--- src/rtl/permutation_cycle_power_count_defines.svh ---
// ---------------------------------------------------------------------------
// permutation cycle power count: assertion macros
// shared property forms for the checks ending pcpc_back, one of the rtl modules
// ---------------------------------------------------------------------------
`ifndef PERMUTATION_CYCLE_POWER_COUNT_DEFINES_SVH
`define PERMUTATION_CYCLE_POWER_COUNT_DEFINES_SVH

// condition must hold in the same cycle
`define PCPC_ASSERT_SAME(lbl, ante, cons, msg) \
  lbl: assert property (@(posedge clk) disable iff (!rst_n) (ante) |-> (cons)) \
    else $error(msg);

// condition must hold in the following cycle
`define PCPC_ASSERT_NEXT(lbl, ante, cons, msg) \
  lbl: assert property (@(posedge clk) disable iff (!rst_n) (ante) |=> (cons)) \
    else $error(msg);

// condition must never hold
`define PCPC_ASSERT_NEVER(lbl, cond, msg) \
  lbl: assert property (@(posedge clk) disable iff (!rst_n) !(cond)) \
    else $error(msg);

`endif

--- src/rtl/pcpc_pkg.sv ---
// ---------------------------------------------------------------------------
// pcpc_pkg
// shared types and constants of the permutation cycle power count block
// ---------------------------------------------------------------------------
`timescale 1ns / 1ps

package pcpc_pkg;

  localparam int MAX_COLUMNS_DEF = 1024;
  localparam int FIELD_W         = 11;
  localparam int ANS_W           = 30;
  localparam logic [ANS_W:0] ANSWER_MODULUS = 31'd1000000007;

  localparam int QUEUE_DEPTH = 4;
  localparam int QPTR_W      = $clog2(QUEUE_DEPTH);

  typedef struct packed {
    logic full;
    logic empty;
  } fifo_stat_t;

  typedef struct packed {
    logic init_busy;
  } back_stat_t;

  typedef enum logic [2:0] {
    B_INIT_CLR,
    B_IDLE,
    B_SCAN_RD,
    B_SCAN_CHK,
    B_WALK_RD,
    B_WALK_CHK,
    B_CLR
  } back_state_t;

endpackage

--- src/rtl/pcpc_fifo.sv ---
// ---------------------------------------------------------------------------
// pcpc_fifo
// short queue of classified columns between front and back
// ---------------------------------------------------------------------------
`timescale 1ns / 1ps

module pcpc_fifo #(
  parameter int WIDTH = 8
) (
  input  logic                 clk,
  input  logic                 rst_n,
  input  logic                 push,
  input  logic [WIDTH-1:0]     wr_data,
  input  logic                 pop,
  output logic [WIDTH-1:0]     rd_data,
  output pcpc_pkg::fifo_stat_t stat
);

  logic [WIDTH-1:0]              mem [pcpc_pkg::QUEUE_DEPTH];
  logic [pcpc_pkg::QPTR_W-1:0]   wr_ptr_r;
  logic [pcpc_pkg::QPTR_W-1:0]   rd_ptr_r;
  logic [pcpc_pkg::QPTR_W:0]     fill_r;
  logic [pcpc_pkg::QPTR_W:0]     fill_nxt;

  always_comb begin
    stat.full  = (fill_r == (pcpc_pkg::QPTR_W + 1)'(pcpc_pkg::QUEUE_DEPTH));
    stat.empty = (fill_r == '0);
    rd_data    = mem[rd_ptr_r];
    fill_nxt   = fill_r;
    if (push && !pop) begin
      fill_nxt = fill_r + 1'b1;
    end else if (pop && !push) begin
      fill_nxt = fill_r - 1'b1;
    end
  end

  always_ff @(posedge clk) begin
    if (!rst_n) begin
      wr_ptr_r <= '0;
      rd_ptr_r <= '0;
      fill_r   <= '0;
    end else begin
      if (push) begin
        wr_ptr_r <= wr_ptr_r + 1'b1;
      end
      if (pop) begin
        rd_ptr_r <= rd_ptr_r + 1'b1;
      end
      fill_r <= fill_nxt;
    end
  end

  always_ff @(posedge clk) begin
    if (push) begin
      mem[wr_ptr_r] <= wr_data;
    end
  end

endmodule

--- config.mk ---
export PLATFORM = sky130hd
export DESIGN_NAME = pcpc_fifo
export DESIGN_NICKNAME = d
export VERILOG_FILES = /design/src/rtl/permutation_cycle_power_count_defines.svh /design/src/rtl/pcpc_pkg.sv /design/src/rtl/pcpc_fifo.sv
export SDC_FILE = /design/constraint.sdc
export NUM_CORES = 1
export LEC_CHECK = 0
export ABC_AREA = 0
export ABC_CLOCK_PERIOD_IN_PS = 1700
export BUFFER_PORTS_ARGS = -buffer_cell sky130_fd_sc_hd__buf_4
export CORE_UTILIZATION = 45
export DETAILED_ROUTE_END_ITERATION = 6
export PLACE_DENSITY = 0.63
export SETUP_SLACK_MARGIN = 0.02
export SLEW_MARGIN = 20
export SYNTH_ARGS = -nofsm -noshare
export SYNTH_HDL_FRONTEND = slang
export SYNTH_SLANG_ARGS = --single-unit
--- constraint.sdc ---
create_clock -name clk -period 1.7 [get_ports clk]
set_input_delay 0.34 -clock clk [delete_from_list [all_inputs] [get_ports clk]]
set_output_delay 0.34 -clock clk [all_outputs]
set_load 0.01 [all_outputs]
==> results.ini <==
[outcome]
status=finished with violations
violations=negative setup slack

[clock_tree]
clk_latency_ns=0.34
cts_num_sinks=41
clkSlewWorstSetupHoldPaths_ns=0.11
htreeDepth=2
cts_root_buf=clkbuf_4
cts_made_buffers=5
cts_tree=built
clockBufferDepth=2

[route]
drc_errors=0
wl_um=2370
wl_per_cell_um=14.6
drtAntennaViolNets=0
first_pass_iters=4
drt_iter0_drc=16
via_per_inst=4.74
vias=768

[run]
drv_cap=0

[yosys]
synthArstFlopShare_pct=0
synthTopCellsByArea=edfxtp_1, dfxtp_1, mux4_2, ha_1, and2_1
syn_area_per_cell_um2=18.9
synth.largest_area_cell=edfxtp_1
ys_seq_elements=41
synth_enable_flop_cells=32
netlist.area_leader.share_pct=60.0
yosys_warnings=0
syn-num-nets=103
ys_top_cells_by_count=edfxtp_1, and2_1, dfxtp_1, mux4_2, ha_1
synth.most_common_cell=edfxtp_1
synth_cell_types=19
synthCells=85
synth.cell_area_mm2=0.00160
synth-seq-area-share_pct=71.2
synthFlopType=edfxtp_1

[floorplanning]
coreArea_mm2=0.00336
core.rowCount=21
die_h_um=61.7
floorplan.die_area_mm2=0.00380
start_util_pct=47.7
ios=22
die_x_um=61.7

[layout]
area_growth_syn_to_layout_pct=20.1
diodes=0
drive_gt1_share_pct=34.5
num-nets-final=133

[timing]
rsz0062_at_grt=true
period_share_pct=107
maxSlewViolCount=0
period_needed_ns=1.82
fmax_mhz=549
holdWs_ns=0.190
layout_setup_ws_ns=-0.121
fin_worst_skew_ns=0.00439
slew-limit-headroom_pct=68.9
setup_tns_ns=-0.889
setup_viol=8
worstMarginPinSlew_ns=0.467
hold_violations=0

[worst_setup_path]
cp-end-kind=output pin
cp_data_required_time_ns=1.36
arrival_ns=1.48
critPathLaunchType=flop
path_class=reg2out
r2r_start=fill_r[0]
crit_fanout=8

[grt]
grt_max_degree=13
grt_pass1_vias=760
grt.overflow.total=0
antenna_found_initial=0
grtUsageTotal_pct=15.6
grt_pass1_wl_um=3840

[place]
hpwl_um=1630
gp_congestion=0.596
port_buffers=21

[power]
total_power_uw=1940
leakage_uw=0.000706
max-vdd-ir-drop_mv=0.525
powerDensity_mw_per_mm2=1010

[worst_hold_path]
hold_class=in2reg
hp-start=wr_data[1]

==> registers in the layout, summed over array words and instances, names as in the netlist, named ones only <==
| register | count |
|---|---|
| mem | 32 |
| fill_r | 3 |
| rd_ptr_r | 2 |
| wr_ptr_r | 2 |
==> stage by stage <==
step	std cells	area, um^2	setup WS [ns]	utilization (%)
global route	162	1930	-0.184	57.3
floorplan	85	1600	0.119	-
finish	162	1930	-0.121	57.3
CTS	162	1930	-0.153	57.3
global placement	154	1840	-0.000970	54.8
detailed placement	154	1840	-0.0695	54.8
==> area by class of cell <==
cell class	instances	area, um^2
Fill cell	299	1440
Sequential cell	41	1140
Multi-Input combinational cell	38	430
Timing Repair Buffer	25	230
Tap cell	46	57.6
Clock buffer	5	37.5
Inverter	4	15.0
Clock inverter	3	12.5
==> routing by layer <==
layer	track usage (%)	up-vias	part of all wire [%]
li1	-	377	-
met1	19.6	371	43
met2	23.8	14	50
met3	6.51	6	4.3
met4	6.67	0	2.2
met5	0	-	0
==> where the power goes <==
part           total (uW)  switching [uW]  leakage (uW)  internal (uW)
sequential           1180            36.8      0.000369           1140
clock                 437             287     0.0000300            150
combinational         318             131      0.000307            187
total                1940             455      0.000706           1480
==> cells in the final DEF (no fill, tap or decap), types with 3 or more instances in the layout <==
cell type | netlist | final
edfxtp_1 | 32 | 32
buf_4 | 0 | 16
dfxtp_1 | 9 | 8
clkbuf_4 | 0 | 5
and2_1 | 9 | 9
xor2_1 | 3 | 3
ha_1 | 5 | 5
inv_1 | 4 | 4
buf_6 | 1 | 8
mux4_2 | 8 | 8
==> critical path, cell delays in order (launching register included) <==
cell and delay (ns):
dfxtp_2 0.36, buf_12 0.13, mux4_2 0.51, buf_6 0.14
==> path summary, 6_finish.rpt <==
check / end / slack [ns] / depth (start not counted)
hold / removal: mem[1][1] / 0.19 / 1
setup / recovery: rd_data[5] / -0.12 / 3
hold reg to reg: fill_r[2] / 0.52 / 2
setup reg to reg: fill_r[2] / 0.19 / 4
==> kinds of logic after synthesis <==
| family | after synthesis | share of synthesized area, % |
|---|---|---|
| flops | 41 | 71.2 |
| simple gates | 15 | 5.70 |
| buf+inv | 6 | 1.95 |
| compound gates | 2 | 0.781 |
| mux | 10 | 12.5 |
| fa+ha+maj | 6 | 5.15 |
| xor+xnor | 5 | 2.73 |
==> what timing repair did <==
| action | 4_1_cts | 5_1_grt |
|---|---|---|
| gates resized for setup | 9 | 0 |
| hold buffers | 0 | 0 |
| cloned | 0 | 0 |
| setup endpoints to repair | 8 | 8 |
| buffers inserted | 0 | 0 |
No activity file was read; power rests on OpenSTA's default activity.
