`config.mk`:
```
export PLATFORM = sky130hd
export DESIGN_NAME = pcpc_front
export DESIGN_NICKNAME = d
export VERILOG_FILES = /design/src/rtl/permutation_cycle_power_count_defines.svh /design/src/rtl/pcpc_pkg.sv /design/src/rtl/pcpc_front.sv
export SDC_FILE = /design/constraint.sdc
export NUM_CORES = 1
export LEC_CHECK = 0
export BUFFER_PORTS_ARGS = -buffer_cell sky130_fd_sc_hd__buf_4
export CAP_MARGIN = 20
export CELL_PAD_IN_SITES_DETAIL_PLACEMENT = 0
export CELL_PAD_IN_SITES_GLOBAL_PLACEMENT = 1
export CORE_AREA = 2 2 46 90
export DETAILED_ROUTE_END_ITERATION = 7
export DIE_AREA = 0 0 48 92
export PLACE_DENSITY = 0.79
export SLEW_MARGIN = 5
export SYNTH_ARGS = -nofsm -noshare
export SYNTH_HDL_FRONTEND = slang
export SYNTH_SLANG_ARGS = --single-unit
```
`constraint.sdc`:
```
create_clock -name clk -period 1.65 [get_ports clk]
set_input_delay 0.33 -clock clk [delete_from_list [all_inputs] [get_ports clk]]
set_output_delay 0.33 -clock clk [all_outputs]
set_load 0.05 [all_outputs]
```
`src/rtl/permutation_cycle_power_count_defines.svh`:
```
// ---------------------------------------------------------------------------
// permutation cycle power count: assertion macros
// shared property forms for the checks ending pcpc_back, one of the rtl modules
// ---------------------------------------------------------------------------
`ifndef PERMUTATION_CYCLE_POWER_COUNT_DEFINES_SVH
`define PERMUTATION_CYCLE_POWER_COUNT_DEFINES_SVH

// condition must hold in the same cycle
`define PCPC_ASSERT_SAME(lbl, ante, cons, msg) \
  lbl: assert property (@(posedge clk) disable iff (!rst_n) (ante) |-> (cons)) \
    else $error(msg);

// condition must hold in the following cycle
`define PCPC_ASSERT_NEXT(lbl, ante, cons, msg) \
  lbl: assert property (@(posedge clk) disable iff (!rst_n) (ante) |=> (cons)) \
    else $error(msg);

// condition must never hold
`define PCPC_ASSERT_NEVER(lbl, cond, msg) \
  lbl: assert property (@(posedge clk) disable iff (!rst_n) !(cond)) \
    else $error(msg);

`endif

```
`src/rtl/pcpc_pkg.sv`:
```
// ---------------------------------------------------------------------------
// pcpc_pkg
// shared types and constants of the permutation cycle power count block
// ---------------------------------------------------------------------------
`timescale 1ns / 1ps

package pcpc_pkg;

  localparam int MAX_COLUMNS_DEF = 1024;
  localparam int FIELD_W         = 11;
  localparam int ANS_W           = 30;
  localparam logic [ANS_W:0] ANSWER_MODULUS = 31'd1000000007;

  localparam int QUEUE_DEPTH = 4;
  localparam int QPTR_W      = $clog2(QUEUE_DEPTH);

  typedef struct packed {
    logic full;
    logic empty;
  } fifo_stat_t;

  typedef struct packed {
    logic init_busy;
  } back_stat_t;

  typedef enum logic [2:0] {
    B_INIT_CLR,
    B_IDLE,
    B_SCAN_RD,
    B_SCAN_CHK,
    B_WALK_RD,
    B_WALK_CHK,
    B_CLR
  } back_state_t;

endpackage

```
`src/rtl/pcpc_front.sv`:
```
// ---------------------------------------------------------------------------
// pcpc_front
// accepts columns, range-checks the values and counts the columns of a run
// ---------------------------------------------------------------------------
`timescale 1ns / 1ps

module pcpc_front #(
  parameter int MAX_COLUMNS = pcpc_pkg::MAX_COLUMNS_DEF,
  parameter int IDX_W = (MAX_COLUMNS > 1) ? $clog2(MAX_COLUMNS) : 1,
  parameter int CNT_W = $clog2(MAX_COLUMNS + 1),
  parameter int ENT_W = 2 + 2 * IDX_W + CNT_W
) (
  input  logic                         clk,
  input  logic                         rst_n,
  input  logic                         accept,
  input  logic [pcpc_pkg::FIELD_W-1:0] top_value,
  input  logic [pcpc_pkg::FIELD_W-1:0] bottom_value,
  input  logic                         last_column,
  output logic                         push,
  output logic [ENT_W-1:0]             entry
);

  logic [CNT_W-1:0] count_r;
  logic [CNT_W-1:0] count_nxt;
  logic [CNT_W-1:0] count_inc;
  logic             top_ok;
  logic             bot_ok;
  logic [IDX_W-1:0] top_idx;
  logic [IDX_W-1:0] bot_idx;

  always_comb begin
    top_ok    = (top_value != '0) && (32'(top_value) <= 32'(MAX_COLUMNS));
    bot_ok    = (bottom_value != '0) && (32'(bottom_value) <= 32'(MAX_COLUMNS));
    top_idx   = IDX_W'(32'(top_value) - 32'd1);
    bot_idx   = IDX_W'(32'(bottom_value) - 32'd1);
    count_inc = (count_r < CNT_W'(MAX_COLUMNS)) ? count_r + CNT_W'(1) : count_r;
    count_nxt = count_r;
    if (accept) begin
      count_nxt = last_column ? '0 : count_inc;
    end
    push  = accept;
    entry = {top_ok && bot_ok, last_column, top_idx, bot_idx, count_inc};
  end

  always_ff @(posedge clk) begin
    if (!rst_n) begin
      count_r <= '0;
    end else begin
      count_r <= count_nxt;
    end
  end

endmodule

```
==> metrics.md <==
| Metric | Value |
|---|---|
| Core area | between 3000 and 4000 µm² |
| Clock Skew | approximately 0.0020 ns |
| Final Util | roughly three quarters |
| Total power | 1.104 mW |
| R2R Setup Slk | around 0.10 ns |
| Final Hold Vio Count | 0 |
| Final GP Congestion | 0.8201 |
| Top cells by area, synth | dfxtp_1 21%, xnor2_1 13%, xor2_1 9.0% |
| Share of cells above drive strength 1 | approximately 76% |
| Synth Instances | between 100 and 150 |
| Die ar. | roughly 4400 µm² |
| DRT Pass-1 Iters | 4 |
| Commonest cells in the netlist | 16 x xnor2_1, 11 x dfxtp_1, 11 x xor2_1 |
| Syn_nets | between 150 and 200 |
| Top-Level Pins | 60 |
| Nets | ~280 |
| Gr usage total | about a fifth |
| Clock Latency Late Sink | 0.24 ns |
| Status | finished with violations |
| FP Rows | 32 |
| Number of enable flip-flop cells after synthesis | 0 |
| Initial core utilization | 28.03% |
| Startpoint Class | input pin |
| Largest family of logic cells by synthesized area | simple AND/OR/NAND/NOR gates |
| Largest reg by FF count | count_r |
| Antenna Nets Post-Route | 0 |
| Worst min path class | in2reg |
| Max Fclk | between 500 and 600 MHz |
| Critical path peak fanout | 3 |
| CTS tree | done |
| Logic gate share of total power | 51.0% |
| Hold EP | count_r[9]$_SDFFE_PN0P_ |
| Synth-to-Final Area Change | 168.7% |
| RSZ-0062 raised after global routing | true |
| Synth Area in Compound Gates | about a tenth |
| Post-synth ARST share | 0% |
| Hold path depth | 2 |
| Wirelength per Cell | about 14 µm |
| Crit Path Category | in2out |
| H-tree level count | 1 |
| Area of the mapped netlist | 1066 µm² |
| Seq cells post-synth | 11 |
| Post-Synth Simple-Gate Area | 36.50% |
| Post-Synth XOR/XNOR Area | roughly 22% |
| Final wirelength | around 4200 µm |
| Count of pins over their slew limit | 0 |
| Min Tclk post-route | around 1.9 ns |
| RR Endpoint | count_r[6]$_SDFFE_PN0P_ |
| Die Y | roughly 90 µm |
| First-pass GRT wire length | ~6500 µm |
| Vias in the first global route | 1534 |
| FF-to-FF path depth | 7 |
| Slew HR | 76.20% |
| Root buffer cell | clkbuf_8 |
| Num CTS Buffers | 3 |
| Min-delay src | rst_n |
| NetSw | 0.4243 mW |
| Post-DP HPWL | ~3100 µm |
| Worst Tran Pin Value | between 0.3 and 0.4 ns |
| Avg Cell Area, Syn | between 7 and 8 µm² |
| Clk network pwr share | 24.7% |
| Pwr Density | slightly below 400 nW/µm² |
| Setup WS post-layout | -0.2950 ns |
| CP Capture Type | output pin |
| DRC | 0 |
| Pint | 0.6793 mW |
| Cell taking the most area after synthesis | dfxtp_1 |
| Final hold slack | 0.4238 ns |
| Register area share after synthesis | between 20% and 30% |
| Antenna violations before repair | 0 |
| Die X | 48 µm |
| Count leader, synth | xnor2_1 |
| Via density | ~4.8 |
| Yosys warns | 0 |
| Distinct cells, synth | 34 |
| Top Registers | count_r: 11 flops |
| Total negative slack | -1.993 ns |
| Mux contribution to synthesized area | between 1 and 1.5% |
| Failing checks | setup timing |
| VDD IR max | roughly 0.36 mV |
| Hold-fix buffers at CTS | 0 |
| Ys flop type | dfxtp_1 |
| Antenna cells | 0 |
| Post-synth top area share | 20.66% |
| Tcrit/Tclk final | 117.9% |
| DRT iter0 DRCs | 10 |
| Max reg flops | 11 |
| Clock Tree Buf Depth | 2 |
| Via count | approximately 1400 |
| Largest net degree at the start of global routing | 19 |
| Net Sw Frac | 38.45% |
| Clock sinks | 11 |
| Synth Area in Adders | around 3.5% |
| Crit path DAT | between 1.5 and 2 ns |
| CP Data Required Time | 1.32 ns |
| Port bufs | between 50 and 60 |
| Leak | 1.280 nW |
| Overflow after GRT | 0 |
| Clk slew on worst S/H paths | about 0.050 ns |
| Final setup viols | 15 |
| Max Cap Viol | 0 |
| R2r startpoint | count_r[0]$_SDFFE_PN0P_ |
| Seq pwr share | about a quarter |
| CP Launch Point | top_value[5] |
==> power by group through the flow <==
stage | sequential (mW) | clock [mW] | combinational [mW]
final | 0.267 | 0.273 | 0.563
after detailed placement | 0.275 | 0 | 0.493
after CTS | 0.268 | 0.281 | 0.537
after floorplan | 0.276 | 0 | 0.276
after global placement | 0.275 | 0 | 0.483
after global routing | 0.267 | 0.294 | 0.593
==> worst max path at each step <==
stage | cells after the start | endpoint
detailed placement | 6 | entry[29]
global route | 6 | entry[8]
CTS | 5 | entry[28]
global placement | 6 | entry[29]
finish | 5 | entry[28]
floorplan | 4 | entry[8]
==> per-stage QoR <==
step	worst slack (ns)	area [µm²]	instances
after floorplan	-0.2059	1555	135
after global placement	-0.3357	2317	278
after detailed placement	-0.3573	2317	278
after CTS	-0.2863	2681	290
after global routing	-0.3734	2864	298
final	-0.2950	2864	298
==> logic make-up after synthesis <==
logic type | Yosys count
simple gates | 65
buf+inv | 14
compound gates | 14
flops | 11
xor+xnor | 27
fa+ha+maj | 3
mux | 1
==> final cells by class <==
class,count,area (µm²)
clock buffers,4,45.04
fillers,267,939.7
inverters,8,37.54
multi-input cells,110,1448
flip-flops and latches,11,237.7
well taps,51,63.81
repair buffers,114,1032
==> cell usage in the layout, fill, tap and decap left out, types with 3 or more instances in the layout <==
cell and count:
a41o_1 3, nor3b_1 3, nand2_1 5, nand3_1 3
nor3_4 3, nand2_2 3, nor2_4 4, buf_8 8
dfxtp_2 5, nor2_1 4, o21ai_0 3, dfxtp_4 3
dfxtp_1 3, inv_1 5, xnor2_2 4, nor4_4 4
xor2_4 9, nand3_4 3, nor2b_1 6, xnor2_4 11
buf_6 31, buf_4 75, ha_4 3, clkbuf_8 3
nand3b_1 3
==> critical path: stages <==
cell,delay (ns)
buf_6,0.10
or4_4,0.57
nor4_4,0.28
xor2_4,0.17
buf_6,0.17
==> layer usage <==
metal | GRT usage, % | wire length (µm)
met1 | 17.67 | 1255
met2 | 39.78 | 2711
met3 | 2.362 | 147
met4 | 7.883 | 68
met5 | 0 | 0
==> timing repair <==
item | 4_1_cts | 5_1_grt
endpoints found under the setup margin | 20 | 23
pin swaps | 23 | 17
setup buffers | 9 | 9
gates resized for setup | 64 | 25
hold endpoints to repair | 0 | 0
gates cloned | 0 | 0
(Power assumes the default switching activity.)
